--- config.mk ---
export PLATFORM = sky130hd
export DESIGN_NAME = amp_protection_sequencer
export DESIGN_NICKNAME = d
export VERILOG_FILES = /design/src/sv/apsq_pkg.sv /design/src/sv/apsq_cfg_regs.sv /design/src/sv/apsq_core.sv /design/src/sv/amp_protection_sequencer.sv
export SDC_FILE = /design/constraint.sdc
export NUM_CORES = 1
export LEC_CHECK = 0
export ABC_AREA = 1
export BUFFER_PORTS_ARGS = -buffer_cell sky130_fd_sc_hd__buf_4
export CAP_MARGIN = 10
export CORE_MARGIN = 3
export CORE_UTILIZATION = 35
export CTS_BUF_LIST = sky130_fd_sc_hd__clkbuf_4 sky130_fd_sc_hd__clkbuf_8 sky130_fd_sc_hd__clkbuf_16
export CTS_CLUSTER_SIZE = 8
export DETAILED_ROUTE_END_ITERATION = 16
export GPL_TIMING_DRIVEN = 0
export PLACE_DENSITY = 0.5
export SETUP_SLACK_MARGIN = 0.5
export SLEW_MARGIN = 10
export SYNTH_ARGS = -nofsm -noshare
export SYNTH_HDL_FRONTEND = slang
export SYNTH_SLANG_ARGS = --single-unit
--- constraint.sdc ---
create_clock -name clk -period 5.2 [get_ports clk]
set_input_delay 0.26 -clock clk [delete_from_list [all_inputs] [get_ports clk]]
set_output_delay 0.26 -clock clk [all_outputs]
set_load 0.01 [all_outputs]
--- src/sv/apsq_pkg.sv ---
package apsq_pkg;

  // Widths of the timers, the ADC samples, the temperature, the prescaler, the uptime and the configuration port.
  localparam int TIMER_BITS = 16;
  localparam int ADC_BITS   = 12;
  localparam int TEMP_W     = 13;
  localparam int PRESCALE_W = 10;
  localparam int UPTIME_W   = 23;
  localparam int CFG_DATA_W = 16;
  localparam int CFG_IDX_W  = 3;

  localparam logic [TIMER_BITS-1:0] TIMER_MAX  = '1;
  localparam logic [ADC_BITS-1:0]   ADC_MID    = ADC_BITS'(1 << (ADC_BITS - 1));
  localparam int                    TEMP_BASE  = 500;
  localparam logic [TEMP_W-1:0]     TEMP_RESET = TEMP_W'(TEMP_BASE);
  localparam logic [TEMP_W-1:0]     TEMP_OFFS  = TEMP_W'(TEMP_BASE + (1 << (ADC_BITS - 1)));
  localparam logic [PRESCALE_W-1:0] MS_LAST    = PRESCALE_W'(999);

  // Command codes carried with each tick.
  localparam logic [1:0] FUNC_NONE  = 2'd0;
  localparam logic [1:0] FUNC_START = 2'd1;
  localparam logic [1:0] FUNC_STOP  = 2'd2;

  // Shutdown causes.
  localparam logic [1:0] CAUSE_NONE    = 2'd0;
  localparam logic [1:0] CAUSE_AMP     = 2'd1;
  localparam logic [1:0] CAUSE_DC      = 2'd2;
  localparam logic [1:0] CAUSE_THERMAL = 2'd3;

  // Register indexes on the configuration port.
  localparam logic [CFG_IDX_W-1:0] REG_CHECK_PERIOD = 3'd0;
  localparam logic [CFG_IDX_W-1:0] REG_STARTUP      = 3'd1;
  localparam logic [CFG_IDX_W-1:0] REG_SETTLE       = 3'd2;
  localparam logic [CFG_IDX_W-1:0] REG_DC_LIMIT     = 3'd3;
  localparam logic [CFG_IDX_W-1:0] REG_DC_SUSTAIN   = 3'd4;
  localparam logic [CFG_IDX_W-1:0] REG_NTC_LEVEL    = 3'd5;
  localparam logic [CFG_IDX_W-1:0] REG_FAULT_WAIT   = 3'd6;
  localparam logic [CFG_IDX_W-1:0] REG_RETRY_LIMIT  = 3'd7;

  typedef enum logic [2:0] {
    PH_SAFE     = 3'd0,
    PH_STARTING = 3'd1,
    PH_SETTLING = 3'd2,
    PH_RUNNING  = 3'd3,
    PH_FAULT    = 3'd4
  } phase_t;

  typedef struct packed {
    logic [TIMER_BITS-1:0] check_period_ms;
    logic [TIMER_BITS-1:0] start_delay_ms;
    logic [TIMER_BITS-1:0] relay_settle_ms;
    logic [ADC_BITS-1:0]   dc_offset_limit;
    logic [TIMER_BITS-1:0] dc_sustain_ms;
    logic [ADC_BITS-1:0]   ntc_shutdown_level;
    logic [TIMER_BITS-1:0] fault_wait_ms;
    logic [2:0]            retry_limit;
  } cfg_t;

  typedef struct packed {
    logic [1:0]          func;
    logic [2:0]          fault_pins;
    logic [ADC_BITS-1:0] dc_sample;
    logic [ADC_BITS-1:0] ntc_sample;
  } item_t;

  typedef struct packed {
    logic                     relay_on;
    logic                     amps_unmuted;
    logic [2:0]               phase;
    logic [2:0]               amp_fault_flags;
    logic                     dc_offset_seen;
    logic signed [TEMP_W-1:0] temperature_x20;
    logic [1:0]               error_cause;
    logic [2:0]               retries_used;
    logic [UPTIME_W-1:0]      uptime_seconds;
  } result_t;

endpackage

--- src/sv/apsq_cfg_regs.sv ---
module apsq_cfg_regs import apsq_pkg::*; (
  input  logic                  clk,
  input  logic                  rst,
  input  logic                  cfg_we,
  input  logic [CFG_IDX_W-1:0]  cfg_index,
  input  logic [CFG_DATA_W-1:0] cfg_data,
  output cfg_t                  cfg
);

  // Register file with reset defaults; each write keeps the register's own width.
  always_ff @(posedge clk) begin
    if (rst) begin
      cfg.check_period_ms    <= TIMER_BITS'(100);
      cfg.start_delay_ms     <= TIMER_BITS'(2000);
      cfg.relay_settle_ms    <= TIMER_BITS'(500);
      cfg.dc_offset_limit    <= ADC_BITS'(200);
      cfg.dc_sustain_ms      <= TIMER_BITS'(500);
      cfg.ntc_shutdown_level <= ADC_BITS'(800);
      cfg.fault_wait_ms      <= TIMER_BITS'(5000);
      cfg.retry_limit        <= 3'd3;
    end else if (cfg_we) begin
      case (cfg_index)
        REG_CHECK_PERIOD: cfg.check_period_ms    <= TIMER_BITS'(cfg_data);
        REG_STARTUP:      cfg.start_delay_ms     <= TIMER_BITS'(cfg_data);
        REG_SETTLE:       cfg.relay_settle_ms    <= TIMER_BITS'(cfg_data);
        REG_DC_LIMIT:     cfg.dc_offset_limit    <= cfg_data[ADC_BITS-1:0];
        REG_DC_SUSTAIN:   cfg.dc_sustain_ms      <= TIMER_BITS'(cfg_data);
        REG_NTC_LEVEL:    cfg.ntc_shutdown_level <= cfg_data[ADC_BITS-1:0];
        REG_FAULT_WAIT:   cfg.fault_wait_ms      <= TIMER_BITS'(cfg_data);
        REG_RETRY_LIMIT:  cfg.retry_limit        <= cfg_data[2:0];
        default: begin
        end
      endcase
    end
  end

endmodule

--- src/sv/apsq_core.sv ---
module apsq_core import apsq_pkg::*; (
  input  logic    clk,
  input  logic    rst,
  input  logic    step,
  input  item_t   item,
  input  cfg_t    cfg,
  output result_t res
);

  phase_t                   phase, phase_next;
  logic [TIMER_BITS-1:0]    ticks_since_check, ticks_since_check_next;
  logic [TIMER_BITS-1:0]    ticks_in_phase, ticks_in_phase_next;
  logic [TIMER_BITS-1:0]    dc_timer, dc_timer_next;
  logic                     dc_timing, dc_timing_next;
  logic [2:0]               retry_counter, retry_counter_next;
  logic [2:0]               fault_flags, fault_flags_next;
  logic                     dc_seen, dc_seen_next;
  logic signed [TEMP_W-1:0] temperature, temperature_next;
  logic [1:0]               cause, cause_next;
  logic                     relay, relay_next;
  logic                     unmute, unmute_next;
  logic [PRESCALE_W-1:0]    ms_prescale, ms_prescale_next;
  logic [UPTIME_W-1:0]      seconds_count, seconds_count_next;

  logic [ADC_BITS-1:0]      dc_dist;
  logic                     dc_out_range;
  logic                     ntc_trip;
  logic [2:0]               amp_flags;
  logic signed [TEMP_W-1:0] temp_value;
  logic                     start_checks;
  logic                     run_checks;
  logic                     amp_trip;
  logic                     dc_trip;
  logic                     temp_trip;

  // Sample conditioning that does not depend on the sequencer state.
  assign dc_dist      = (item.dc_sample >= ADC_MID) ? item.dc_sample - ADC_MID
                                                    : ADC_MID - item.dc_sample;
  assign dc_out_range = dc_dist > cfg.dc_offset_limit;
  assign ntc_trip     = item.ntc_sample < cfg.ntc_shutdown_level;
  assign amp_flags    = ~item.fault_pins;
  assign temp_value   = TEMP_OFFS - TEMP_W'(item.ntc_sample);

  // One tick: command, counters, settling, then the periodic check.
  always_comb begin
    phase_next             = phase;
    ticks_since_check_next = ticks_since_check;
    ticks_in_phase_next    = ticks_in_phase;
    dc_timer_next          = dc_timer;
    dc_timing_next         = dc_timing;
    retry_counter_next     = retry_counter;
    fault_flags_next       = fault_flags;
    dc_seen_next           = dc_seen;
    temperature_next       = temperature;
    cause_next             = cause;
    relay_next             = relay;
    unmute_next            = unmute;
    start_checks           = 1'b0;
    run_checks             = 1'b0;
    amp_trip               = 1'b0;
    dc_trip                = 1'b0;
    temp_trip              = 1'b0;

    // Command with this tick.
    if (item.func == FUNC_START) begin
      if (phase_next == PH_SAFE || phase_next == PH_FAULT) begin
        phase_next          = PH_STARTING;
        ticks_in_phase_next = '0;
        cause_next          = CAUSE_NONE;
      end
    end else if (item.func == FUNC_STOP) begin
      unmute_next = 1'b0;
      relay_next  = 1'b0;
      phase_next  = PH_SAFE;
    end

    // Uptime prescaler.
    if (ms_prescale == MS_LAST) begin
      ms_prescale_next   = '0;
      seconds_count_next = seconds_count + 1'b1;
    end else begin
      ms_prescale_next   = ms_prescale + 1'b1;
      seconds_count_next = seconds_count;
    end

    // Saturating tick counters.
    if (ticks_since_check_next != TIMER_MAX) begin
      ticks_since_check_next = ticks_since_check_next + 1'b1;
    end
    if (ticks_in_phase_next != TIMER_MAX) begin
      ticks_in_phase_next = ticks_in_phase_next + 1'b1;
    end
    if (dc_timing && dc_timer_next != TIMER_MAX) begin
      dc_timer_next = dc_timer_next + 1'b1;
    end

    // End of relay settling.
    if (phase_next == PH_SETTLING && ticks_in_phase_next >= cfg.relay_settle_ms) begin
      unmute_next         = 1'b1;
      phase_next          = PH_RUNNING;
      ticks_in_phase_next = '0;
      retry_counter_next  = '0;
    end

    // Periodic check.
    if (ticks_since_check_next > cfg.check_period_ms) begin
      ticks_since_check_next = '0;
      case (phase_next)
        PH_STARTING: start_checks = ticks_in_phase_next > cfg.start_delay_ms;
        PH_RUNNING:  run_checks = 1'b1;
        PH_FAULT: begin
          if (ticks_in_phase_next > cfg.fault_wait_ms && retry_counter_next < cfg.retry_limit)
          begin
            retry_counter_next  = retry_counter_next + 1'b1;
            phase_next          = PH_STARTING;
            ticks_in_phase_next = '0;
            cause_next          = CAUSE_NONE;
          end
        end
        default: begin
        end
      endcase
    end

    // Amplifier fault pins.
    if (start_checks || run_checks) begin
      fault_flags_next = amp_flags;
      if (amp_flags != 3'd0) begin
        amp_trip            = 1'b1;
        unmute_next         = 1'b0;
        relay_next          = 1'b0;
        cause_next          = CAUSE_AMP;
        phase_next          = PH_FAULT;
        ticks_in_phase_next = '0;
      end
    end

    // DC offset, timed over successive checks. Starting stops at the first trip.
    if (run_checks || (start_checks && !amp_trip)) begin
      if (dc_out_range) begin
        if (!dc_timing_next) begin
          dc_timing_next = 1'b1;
          dc_timer_next  = '0;
        end else if (dc_timer_next > cfg.dc_sustain_ms) begin
          dc_trip             = 1'b1;
          dc_seen_next        = 1'b1;
          unmute_next         = 1'b0;
          relay_next          = 1'b0;
          cause_next          = CAUSE_DC;
          phase_next          = PH_FAULT;
          ticks_in_phase_next = '0;
        end
      end else begin
        dc_timing_next = 1'b0;
        dc_timer_next  = '0;
      end
    end

    // Thermistor level.
    if (run_checks || (start_checks && !amp_trip && !dc_trip)) begin
      temperature_next = temp_value;
      if (ntc_trip) begin
        temp_trip           = 1'b1;
        unmute_next         = 1'b0;
        relay_next          = 1'b0;
        cause_next          = CAUSE_THERMAL;
        phase_next          = PH_FAULT;
        ticks_in_phase_next = '0;
      end
    end

    // All startup checks passed: close the relay and settle.
    if (start_checks && !amp_trip && !dc_trip && !temp_trip) begin
      relay_next          = 1'b1;
      phase_next          = PH_SETTLING;
      ticks_in_phase_next = '0;
    end
  end

  // Sequencer state advances once per accepted tick.
  always_ff @(posedge clk) begin
    if (rst) begin
      phase             <= PH_SAFE;
      ticks_since_check <= '0;
      ticks_in_phase    <= '0;
      dc_timer          <= '0;
      dc_timing         <= 1'b0;
      retry_counter     <= '0;
      fault_flags       <= '0;
      dc_seen           <= 1'b0;
      temperature       <= TEMP_RESET;
      cause             <= CAUSE_NONE;
      relay             <= 1'b0;
      unmute            <= 1'b0;
      ms_prescale       <= '0;
      seconds_count     <= '0;
    end else if (step) begin
      phase             <= phase_next;
      ticks_since_check <= ticks_since_check_next;
      ticks_in_phase    <= ticks_in_phase_next;
      dc_timer          <= dc_timer_next;
      dc_timing         <= dc_timing_next;
      retry_counter     <= retry_counter_next;
      fault_flags       <= fault_flags_next;
      dc_seen           <= dc_seen_next;
      temperature       <= temperature_next;
      cause             <= cause_next;
      relay             <= relay_next;
      unmute            <= unmute_next;
      ms_prescale       <= ms_prescale_next;
      seconds_count     <= seconds_count_next;
    end
  end

  // The result of a tick is the state that it leaves.
  always_comb begin
    res.relay_on        = relay_next;
    res.amps_unmuted    = unmute_next;
    res.phase           = phase_next;
    res.amp_fault_flags = fault_flags_next;
    res.dc_offset_seen  = dc_seen_next;
    res.temperature_x20 = temperature_next;
    res.error_cause     = cause_next;
    res.retries_used    = retry_counter_next;
    res.uptime_seconds  = seconds_count_next;
  end

endmodule

--- src/sv/amp_protection_sequencer.sv ---
// Amplifier protection and power sequencer. Each transfer on the slave side is one
// millisecond tick carrying a command (s_tuser: 0 none, 1 start, 2 stop) together with
// the active-low amplifier fault pins and the DC-offset and thermistor ADC samples. The
// block walks through safe, starting, settling, running and fault, drives the speaker
// relay and unmute lines, and returns one status transfer per tick. Registers are
// written through cfg_we/cfg_index/cfg_data and should only change while no tick is in
// flight. Throughput is one tick per clock while m_tready keeps the status side
// flowing; a tick passes through the input register and then, with the sequencer
// step, into the output register. The output register lets the next tick enter while a
// status transfer is still waiting.
module amp_protection_sequencer import apsq_pkg::*; (
  input  logic                  clk,
  input  logic                  rst,
  input  logic                  cfg_we,
  input  logic [CFG_IDX_W-1:0]  cfg_index,
  input  logic [CFG_DATA_W-1:0] cfg_data,
  input  logic                  s_tvalid,
  output logic                  s_tready,
  // fault_pins[2:0], dc_sample[14:3], ntc_sample[26:15], zero fill
  input  logic [31:0]           s_tdata,
  // func[1:0]
  input  logic [1:0]            s_tuser,
  output logic                  m_tvalid,
  input  logic                  m_tready,
  // relay_on[0], amps_unmuted[1], phase[4:2], amp_fault_flags[7:5], dc_offset_seen[8],
  // temperature_x20[21:9], error_cause[23:22], retries_used[26:24],
  // uptime_seconds[49:27], zero fill
  output logic [55:0]           m_tdata
);

  cfg_t    cfg;
  item_t   in_item;
  logic    in_valid;
  logic    step;
  result_t res;
  result_t out_res;

  apsq_cfg_regs u_cfg (
    .clk       (clk),
    .rst       (rst),
    .cfg_we    (cfg_we),
    .cfg_index (cfg_index),
    .cfg_data  (cfg_data),
    .cfg       (cfg)
  );

  // A held tick moves on when the output register is free or being emptied.
  assign step     = in_valid && (!m_tvalid || m_tready);
  assign s_tready = !in_valid || step;

  // Input register.
  always_ff @(posedge clk) begin
    if (rst) begin
      in_valid <= 1'b0;
    end else if (s_tready) begin
      in_valid <= s_tvalid;
    end
  end

  always_ff @(posedge clk) begin
    if (s_tvalid && s_tready) begin
      in_item.func       <= s_tuser;
      in_item.fault_pins <= s_tdata[2:0];
      in_item.dc_sample  <= s_tdata[14:3];
      in_item.ntc_sample <= s_tdata[26:15];
    end
  end

  apsq_core u_core (
    .clk  (clk),
    .rst  (rst),
    .step (step),
    .item (in_item),
    .cfg  (cfg),
    .res  (res)
  );

  // Output register.
  always_ff @(posedge clk) begin
    if (rst) begin
      m_tvalid <= 1'b0;
    end else if (step) begin
      m_tvalid <= 1'b1;
    end else if (m_tready) begin
      m_tvalid <= 1'b0;
    end
  end

  always_ff @(posedge clk) begin
    if (step) begin
      out_res <= res;
    end
  end

  assign m_tdata = {6'd0, out_res.uptime_seconds, out_res.retries_used, out_res.error_cause,
                    out_res.temperature_x20, out_res.dc_offset_seen, out_res.amp_fault_flags,
                    out_res.phase, out_res.amps_unmuted, out_res.relay_on};

endmodule
==> results of run 1 <==
-- flip-flops by register name, indices dropped and copies added (netlist names), 10 cells and up --
name and count:
in_item 29, m_tdata 50, u_cfg.cfg 107, u_core.dc_timer 16
u_core.ms_prescale 10, u_core.seconds_count 23, u_core.temperature 13, u_core.ticks_in_phase 16
u_core.ticks_since_check 16
-- placed cells by master, fill, tap and decap left out, types with 23 or more instances in the layout --
master         count
a21oi_1          192
a21oi_2           23
buf_4            172
clkbuf_1          51
clkbuf_16         45
dfxtp_1          216
dlygate4sd3_1     31
edfxtp_1          79
ha_1              91
inv_1            304
nand2_1          343
nand2_2           34
nand2_4           25
nand3_1           37
nand3_2           27
nand4_1           25
nor2_1           115
nor3_1            35
o211ai_1          34
o21ai_0          123
xor2_1            53
-- cell usage after synthesis, types with 5 or more instances --
| cell | count |
|---|---|
| inv_2 | 7 |
| nor4_1 | 6 |
| or2_2 | 5 |
| nand2_2 | 11 |
| o21ai_0 | 143 |
| edfxtp_1 | 79 |
| nand3_1 | 65 |
| xor2_1 | 62 |
| inv_1 | 327 |
| nor3_1 | 38 |
| nor2_1 | 144 |
| o211ai_1 | 34 |
| dfxtp_1 | 218 |
| o21ai_2 | 9 |
| buf_4 | 9 |
| nor2_2 | 8 |
| o21ai_1 | 6 |
| nand2_1 | 395 |
| ha_1 | 113 |
| nand3_2 | 5 |
| clkbuf_1 | 52 |
| nand3b_1 | 5 |
| xnor2_1 | 12 |
| nand4_1 | 25 |
| a21oi_1 | 221 |
-- worst max-delay path by stage --
stage	start	to	slack [ns]	cells past startpoint
after floorplan	u_core.phase[1]$_SDFFE_PP0P_	m_tdata[17]$_DFFE_PP_	0.59	39
after global placement	u_core.phase[1]$_SDFFE_PP0P_	m_tdata[0]$_DFFE_PP_	-0.84	38
after detailed placement	u_core.phase[1]$_SDFFE_PP0P_	m_tdata[15]$_DFFE_PP_	-0.84	39
after CTS	in_item[28]$_DFFE_PP_	m_tdata[15]$_DFFE_PP_	0.26	41
after global routing	in_item[27]$_DFFE_PP_	u_core.ticks_in_phase[10]$_SDFFE_PP0P_	-0.07	34
final	in_item[28]$_DFFE_PP_	u_core.ticks_in_phase[8]$_SDFFE_PP0P_	0.20	33
-- layout make-up --
type | count | share of cell area, %
sequential | 297 | 31.58
inverter | 337 | 6.186
timing repair buffer | 222 | 9.047
tap | 592 | 3.471
clock inverter | 2 | 0.1173
buffer | 69 | 1.777
clock buffer | 65 | 6.010
multi-input combinational | 1350 | 41.81
-- worst max-delay path, delay by kind of cell (launching register included) --
kind            cells  cell delay, ns
compound gates      8            1.28
fa+ha+maj           2            0.56
buf+inv             8            1.04
flops               1            0.43
simple gates       15            1.60
-- per-layer routing --
layer  vias to the layer above  GRT usage (%)
met5                         -              0
met4                         0          6.891
met3                       105          3.351
met2                       310          33.04
met1                      6709          26.84
li1                       7235              -
-- repair_timing --
action	CTS	global route
setup endpoints to repair	87	95
hold buffers	31	0
gates resized for setup	200	167
gates cloned	4	1
hold endpoints to repair	31	0
buffers inserted	54	29
pin swaps	63	90
-- power breakdown --
| group | total (mW) | switching [mW] | leakage, nW | internal (mW) |
|---|---|---|---|---|
| sequential | 2.53 | 0.0485 | 2.53 | 2.48 |
| clock | 2.73 | 1.04 | 0.661 | 1.68 |
| combinational | 0.609 | 0.380 | 6.06 | 0.229 |
| total | 5.86 | 1.47 | 9.25 | 4.39 |
-- kinds of logic after synthesis --
group / Yosys count / synth area share, %
and+or+nand+nor: 725 / 19.82
AOI/OAI and AO/OA: 431 / 14.65
buffers and inverters: 406 / 10.01
DFF: 297 / 42.43
adders and majority gates: 113 / 8.906
xor gates and xnor gates: 74 / 4.083
other: 1 / 0.02362
muxes: 1 / 0.07093
-- through the flow --
| stage | hold WS, ns | area, um^2 | setup TNS [ns] | total power, mW | utilization, % |
|---|---|---|---|---|---|
| 3_3_place_gp | 0.4382 | 17400 | -57.42 | 3.080 | 39.09 |
| 6_report | 0.03048 | 21340 | 0 | 5.863 | 47.94 |
| 5_1_grt | 0.03576 | 21340 | -0.9551 | 6.102 | 47.94 |
| 2_1_floorplan | 0.3589 | 15890 | 0 | 2.870 | - |
| 4_1_cts | 0.01152 | 20390 | 0 | 5.901 | 45.81 |
| 3_5_place_dp | 0.4395 | 17420 | -57.13 | 3.091 | 39.15 |
==> impl_metrics.env, run 1 <==
export IMPL_finalSetupViolCount=0
export IMPL_ctsLongestPathBuffers=3
export IMPL_slew_violations=0
export IMPL_outcome="complete, no violations"
export IMPL_drive_gt1_share_pct=23.40
export IMPL_met2_length_mm=22.75
export IMPL_clk_pin_slew_ns=0.05
export IMPL_cts_htree_levels=2
export IMPL_met1_length_mm=22.74
export IMPL_yosys_area_top_type="dfxtp_1"
export IMPL_max_slew_worst_pin_slew_ns=0.9522
export IMPL_cts_root_buf="clkbuf_16"
export IMPL_grt_overflow_total=0
export IMPL_core_um2=44510
export IMPL_synth_edf_count=79
export IMPL_ys_flop_type="dfxtp_1"
export IMPL_post_route_period_util_pct=96.17
export IMPL_drtIter0Drc=830
export IMPL_grt_max_degree=42
export IMPL_viasPerCell=4.894
export IMPL_r2r_cells=33
export IMPL_clock_sinks=297
export IMPL_async_flop_share_pct=0
export IMPL_crit_path_end_kind="flop"
export IMPL_instances_no_fill=2934
export IMPL_drc_errors=0
export IMPL_dr_wl_met3_mm=2.127
export IMPL_highest_layer="met4"
export IMPL_numCtsBuffers=43
export IMPL_synth_top_area_share_pct=27.49
export IMPL_synth_avg_cell_area_um2=7.752
export IMPL_start_util_pct=35.67
export IMPL_port_buffers=102
export IMPL_r2r_end="u_core.ticks_in_phase[8]$_SDFFE_PP0P_"
export IMPL_synth_area_um2=15880
export IMPL_syn_to_final_growth_pct=34.42
export IMPL_dp_hpwl_mm=35.16
export IMPL_post_drt_wl_per_cell_um=16.80
export IMPL_dr_pass1_iters=4
export IMPL_grtUsageTotal_pct=20.11
export IMPL_worst_slack_ns=0.1993
export IMPL_hold_depth=3
export IMPL_dieArea_um2=47950
export IMPL_drv_cap=0
export IMPL_crit_slowest_cell="edfxtp_1"
export IMPL_ys_ff_latch=297
export IMPL_nNetsFinal=2491
export IMPL_die_w_um=219.0
export IMPL_postRouteAntennaNets=0
export IMPL_synth_warnings=0
export IMPL_reg2reg_slack_ns=0.20
export IMPL_p_per_area_nw_per_um2=274.7
export IMPL_min_period_ns=5.001
export IMPL_worstPathRequired_ns=5.68
export IMPL_seqCellArea_um2=6739
export IMPL_cp_arrival_ns=5.48
export IMPL_fmax_mhz=200.0
export IMPL_n_antenna_cell=0
export IMPL_clk_latency_ns=0.56
export IMPL_hold_class="primary input to flop"
export IMPL_num_vias=14359
export IMPL_tritoncts="yes"
export IMPL_antenna_found_initial=0
export IMPL_slew_headroom_pct=36.52
export IMPL_grt_pass1_vias=13792
export IMPL_whs_endpoint="u_cfg.cfg[15]$_SDFFE_PP1P_"
export IMPL_routed_wl_mm=49.28
export IMPL_dp_cells=2748
export IMPL_fin_worst_skew_ns=0.01900
export IMPL_ir_worst_vdd_mv=0.2463
export IMPL_cp_max_fo=10
export IMPL_place_ws_ns=-0.8431
export IMPL_critPathMaxStageDelay_ns=0.43
export IMPL_multi_input_area_um2=8922
export IMPL_num_io_pins=116
export IMPL_gp_congestion=0.8591
export IMPL_critPathLaunchType="flop"
export IMPL_r2r_start="in_item[28]$_DFFE_PP_"
export IMPL_ys_seq_area_share_pct=42.43
export IMPL_power_leakage_nw=9.246
export IMPL_ys_top_cells_by_area="dfxtp_1, edfxtp_1, nand2_1"
export IMPL_fill_cells=4326
export IMPL_synth_cell_types=50
export IMPL_cp_common_cell="nand2_2"
export IMPL_rsz0062_at_grt="yes"
export IMPL_path_class="flop to flop"
export IMPL_hold_viol=0
export IMPL_die_h_um=219.0
export IMPL_min_from="cfg_data[12]"
export IMPL_grt_pass1_wl_mm=75.33
export IMPL_postSynthCellCount=2048
export IMPL_core_rowCount=77
(Power assumes the default switching activity.)
==> run 2: changes to the inputs <==
Settings changed: REMOVE_ABC_BUFFERS from default to 1.
==> impl_metrics.env, run 2 (same netlist as run 1, synthesis figures left out) <==
export IMPL_dieArea_um2=47950
export IMPL_num_vias=13815
export IMPL_cpLargestDelayFamily="simple AND/OR/NAND/NOR gates"
export IMPL_grt_pass1_vias=12971
export IMPL_start_util_pct=35.67
export IMPL_grt_pass1_wl_mm=68.12
export IMPL_routed_wl_mm=43.61
export IMPL_cp_max_fo=8
export IMPL_final_common_cell="nand2_1"
export IMPL_finalSetupViolCount=0
export IMPL_cts_htree_levels=2
export IMPL_grt_overflow_total=0
export IMPL_dp_hpwl_mm=28.67
export IMPL_port_buffers=104
export IMPL_p_sw_mw=1.400
export IMPL_drtIter0Drc=646
export IMPL_clk_pin_slew_ns=0.05
export IMPL_worstPathRequired_ns=5.56
export IMPL_worst_slack_ns=0.09471
export IMPL_viasPerCell=4.832
export IMPL_pwr_share_comb_pct=9.8
export IMPL_p_per_area_nw_per_um2=277.6
export IMPL_post_dp_cell_area_um2=17210
export IMPL_num_io_pins=116
export IMPL_fin_tns_setup_ns=0
export IMPL_largest_reg_flops=107
export IMPL_place_ws_ns=-2.042
export IMPL_drc_errors=0
export IMPL_drv_cap=0
export IMPL_path_class="flop to flop"
export IMPL_instances_no_fill=2859
export IMPL_switching_share_pct=24.14
export IMPL_min_period_ns=5.105
export IMPL_layout_common_cells="nand2_1, inv_1, dfxtp_1"
export IMPL_postRouteAntennaNets=0
export IMPL_r2r_start="in_item[27]$_DFFE_PP_"
export IMPL_dp_cells=2684
export IMPL_min_from="s_tvalid"
export IMPL_core_um2=44510
export IMPL_dr_pass1_iters=5
export IMPL_r2r_end="u_core.dc_timer[12]$_SDFFE_PP0P_"
export IMPL_crit_path_end_kind="flop"
export IMPL_clk_latency_ns=0.55
export IMPL_max_slew_worst_pin_slew_ns=1.239
export IMPL_ir_worst_vdd_mv=0.2314
export IMPL_holdWs_ns=0.03257
export IMPL_post_route_period_util_pct=98.18
export IMPL_rsz0062_at_grt="yes"
export IMPL_cp_arrival_ns=5.46
export IMPL_critPathMaxStageDelay_ns=0.46
export IMPL_regMostFlops="u_cfg.cfg"
export IMPL_stdcell_area_um2=20900
export IMPL_outcome="complete, no violations"
export IMPL_n_antenna_cell=0
export IMPL_cell_internal_pwr_mw=4.399
export IMPL_cp_num_buf_inv=6
export IMPL_slew_violations=0
export IMPL_die_h_um=219.0
export IMPL_crit_slowest_cell="edfxtp_1"
export IMPL_cp_common_cell="nand2_1"
export IMPL_drive_gt1_share_pct=22.28
export IMPL_post_drt_wl_per_cell_um=15.25
export IMPL_critPathLaunchType="flop"
export IMPL_grtUsageTotal_pct=17.82
export IMPL_tritoncts="yes"
export IMPL_hold_viol=0
export IMPL_cts_root_buf="clkbuf_16"
export IMPL_die_w_um=219.0
export IMPL_pwr_share_seq_pct=43.5
export IMPL_clkPwrFrac_pct=46.7
export IMPL_hold_class="primary input to flop"
export IMPL_antenna_found_initial=1
export IMPL_power_leakage_nw=9.207
export IMPL_numCtsBuffers=43
export IMPL_nNetsFinal=2413
export IMPL_r2r_cells=37
export IMPL_syn_to_final_growth_pct=31.62
export IMPL_grt_max_degree=99
export IMPL_hold_depth=3
export IMPL_gp_congestion=0.8615
export IMPL_slew_headroom_pct=17.40
export IMPL_ctsLongestPathBuffers=3
export IMPL_core_rowCount=77
export IMPL_whs_endpoint="in_valid$_SDFFE_PP0N_"
export IMPL_fin_worst_skew_ns=0.02299
export IMPL_fmax_mhz=195.9
export IMPL_cp_depth=37
export IMPL_reg2reg_slack_ns=0.09
export IMPL_clock_sinks=297
run 2: power by group through the flow:
stage / sequential, mW / combinational (mW) / clock, mW
floorplan: 2.57 / 0.280 / 0
global placement: 2.57 / 0.470 / 0
detailed placement: 2.57 / 0.488 / 0
CTS: 2.52 / 0.540 / 2.80
global route: 2.53 / 0.641 / 2.89
finish: 2.52 / 0.568 / 2.71
run 2: routing by layer:
metal	vias up	share of wire [%]	GRT usage [%]
met4	0	2.8	6.351
met5	-	0	0
li1	7082	-	-
met2	284	46	29.74
met3	78	4.5	2.769
met1	6371	46	23.41
run 2: area by class of cell:
| cell class | count | area (um^2) |
|---|---|---|
| Fill cell | 4343 | 23620 |
| Multi-Input combinational cell | 1355 | 8876 |
| Sequential cell | 297 | 6739 |
| Timing Repair Buffer | 208 | 1919 |
| Inverter | 337 | 1309 |
| Clock buffer | 69 | 1306 |
| Tap cell | 592 | 740.7 |
| Clock inverter | 1 | 5.005 |
run 2: worst max-delay path by stage:
stage,endpoint,from
detailed placement,m_tdata[3]$_DFFE_PP_,u_core.phase[1]$_SDFFE_PP0P_
floorplan,m_tdata[0]$_DFFE_PP_,in_item[28]$_DFFE_PP_
global placement,u_core.ticks_in_phase[2]$_SDFFE_PP0P_,m_tready
global route,u_core.ticks_in_phase[4]$_SDFFE_PP0P_,in_item[27]$_DFFE_PP_
finish,u_core.dc_timer[12]$_SDFFE_PP0P_,in_item[27]$_DFFE_PP_
CTS,u_core.ticks_in_phase[2]$_SDFFE_PP0P_,in_item[27]$_DFFE_PP_
run 2: worst reg2reg max path: cells and delay by family (launching register included):
family	cells	cell delay, ns
buffers and inverters	6	0.95
DFF	1	0.46
AOI/OAI and AO/OA	4	0.59
and+or+nand+nor	25	2.45
adders and majority gates	2	0.46
run 2: repair_timing:
action,4_1_cts,5_1_grt
setup endpoints to repair,87,103
cloned,6,1
hold buffers,29,0
hold endpoints to repair,29,0
pin swaps,55,49
buffers inserted,52,17
gates resized for setup,211,133
run 2: stage by stage:
stage               power (mW)  util, %
global placement         3.037    38.40
finish                   5.799    46.94
floorplan                2.848        -
global route             6.061    46.94
detailed placement       3.055    38.67
CTS                      5.864    45.36
==> run 3: changes to the inputs <==
Settings changed: CORE_UTILIZATION 35 to 55, PLACE_DENSITY 0.5 to 0.73.
==> impl_metrics.env, run 3 (same netlist as run 1, synthesis figures left out) <==
export IMPL_cp_num_buf_inv=7
export IMPL_hold_class="primary input to flop"
export IMPL_syn_to_final_growth_pct=31.45
export IMPL_cpLargestDelayFamily="simple AND/OR/NAND/NOR gates"
export IMPL_grtUsageTotal_pct=26.70
export IMPL_n_antenna_cell=0
export IMPL_layout_common_cells="nand2_1, inv_1, dfxtp_1"
export IMPL_crit_path_end_kind="flop"
export IMPL_fill_cells=1953
export IMPL_post_dp_cell_area_um2=16940
export IMPL_start_util_pct=56.52
export IMPL_cts_root_buf="clkbuf_16"
export IMPL_holdWs_ns=0.03901
export IMPL_clk_latency_ns=0.54
export IMPL_dieArea_um2=30940
export IMPL_p_per_area_nw_per_um2=277.6
export IMPL_fmax_mhz=180.2
export IMPL_finalSetupViolCount=82
export IMPL_drtIter0Drc=1168
export IMPL_drive_gt1_share_pct=23.59
export IMPL_regMostFlops="u_cfg.cfg"
export IMPL_antenna_found_initial=0
export IMPL_num_io_pins=116
export IMPL_core_rowCount=61
export IMPL_grt_overflow_total=0
export IMPL_drc_errors=0
export IMPL_ctsLongestPathBuffers=3
export IMPL_worstPathRequired_ns=5.61
export IMPL_critPathMaxStageDelay_ns=0.55
export IMPL_post_route_period_util_pct=106.7
export IMPL_cp_max_fo=7
export IMPL_die_h_um=175.9
export IMPL_clock_sinks=297
export IMPL_viasPerCell=5.622
export IMPL_slew_headroom_pct=11.77
export IMPL_cp_arrival_ns=5.96
export IMPL_worst_slack_ns=-0.3497
export IMPL_port_buffers=104
export IMPL_grt_max_degree=99
export IMPL_ir_worst_vdd_mv=0.2698
export IMPL_grt_pass1_vias=13951
export IMPL_dp_cells=2470
export IMPL_dp_hpwl_mm=26.98
export IMPL_die_w_um=175.9
export IMPL_routed_wl_mm=46.27
export IMPL_post_drt_wl_per_cell_um=17.49
export IMPL_violations="setup timing"
export IMPL_drv_cap=0
export IMPL_nNetsFinal=2415
export IMPL_largest_reg_flops=107
export IMPL_min_period_ns=5.550
export IMPL_critPathLaunchType="flop"
export IMPL_num_vias=14876
export IMPL_fin_worst_skew_ns=0.02297
export IMPL_slew_violations=0
export IMPL_hold_viol=0
export IMPL_stdcell_area_um2=20870
export IMPL_cts_htree_levels=2
export IMPL_final_common_cell="nand2_1"
export IMPL_grt_pass1_wl_mm=67.94
export IMPL_clk_pin_slew_ns=0.05
export IMPL_instances_no_fill=2646
export IMPL_tritoncts="yes"
export IMPL_utilization_pct=74.30
export IMPL_max_slew_worst_pin_slew_ns=1.323
export IMPL_path_class="flop to flop"
export IMPL_crit_slowest_cell="edfxtp_1"
export IMPL_dr_pass1_iters=6
export IMPL_outcome="finished, violations left"
export IMPL_rsz0062_at_grt="yes"
export IMPL_postRouteAntennaNets=0
export IMPL_gp_congestion=0.9034
export IMPL_power_leakage_nw=9.343
export IMPL_core_um2=28090
export IMPL_numCtsBuffers=43
run 3: area by class of cell:
cell class              count  area [um^2]  area share [%]
flip-flops and latches    297         6738           32.29
clock inverters             3        31.28          0.1499
clock buffers              66         1272           6.098
multi-input cells        1353         9097           43.60
inverters                 337         1306           6.260
well taps                 378        473.0           2.266
repair buffers            212         1949           9.342
run 3: final timing paths:
path,from,slack (ns),endpoint,cells past startpoint
worst max register to register,in_item[27]$_DFFE_PP_,-0.35,u_core.cause[1]$_SDFFE_PP0P_,29
worst min-delay path,cfg_data[12],0.04,u_cfg.cfg[15]$_SDFFE_PP1P_,3
worst min register to register,u_cfg.cfg[8]$_SDFFE_PP0P_,0.46,u_cfg.cfg[8]$_SDFFE_PP0P_,2
worst max-delay path,in_item[27]$_DFFE_PP_,-0.35,u_core.cause[1]$_SDFFE_PP0P_,29
run 3: worst min-delay path, delay by kind of cell:
kind / cells / cell delay (ns)
buffers and inverters: 1 / 0.14
AND/OR/NAND/NOR: 1 / 0.07
AO/OA/AOI/OAI: 1 / 0.07
run 3: layer usage:
| layer | routed length, um | vias up | share of wire (%) | track usage (%) |
|---|---|---|---|---|
| met5 | 0 | - | 0 | 0 |
| met1 | 18920 | 6947 | 41 | 34.90 |
| met2 | 21860 | 654 | 47 | 44.68 |
| li1 | - | 7078 | - | - |
| met3 | 2924 | 197 | 6.3 | 3.740 |
| met4 | 2565 | 0 | 5.5 | 10.85 |
run 3: stage by stage:
step	worst slack [ns]	setup TNS, ns	total power [mW]
finish	-0.3497	-16.90	5.794
global placement	-3.173	-299.27	3.024
detailed placement	-1.852	-121.18	3.045
floorplan	-0.02483	-0.05344	2.848
global route	-0.5413	-26.01	5.989
CTS	0.2323	0	5.752
run 3: timing repair:
| action | 4_1_cts | 5_1_grt |
|---|---|---|
| setup buffers | 37 | 35 |
| pin swaps | 27 | 48 |
| gates resized for setup | 158 | 212 |
| hold endpoints to repair | 29 | 0 |
| hold buffers | 29 | 0 |
| setup endpoints to repair | 87 | 87 |
| cloned | 3 | 2 |
run 3: report_power, final:
group | internal [mW] | switching, mW | leakage (nW)
clock | 1.67 | 0.998 | 0.662
combinational | 0.230 | 0.364 | 6.15
sequential | 2.48 | 0.0517 | 2.53
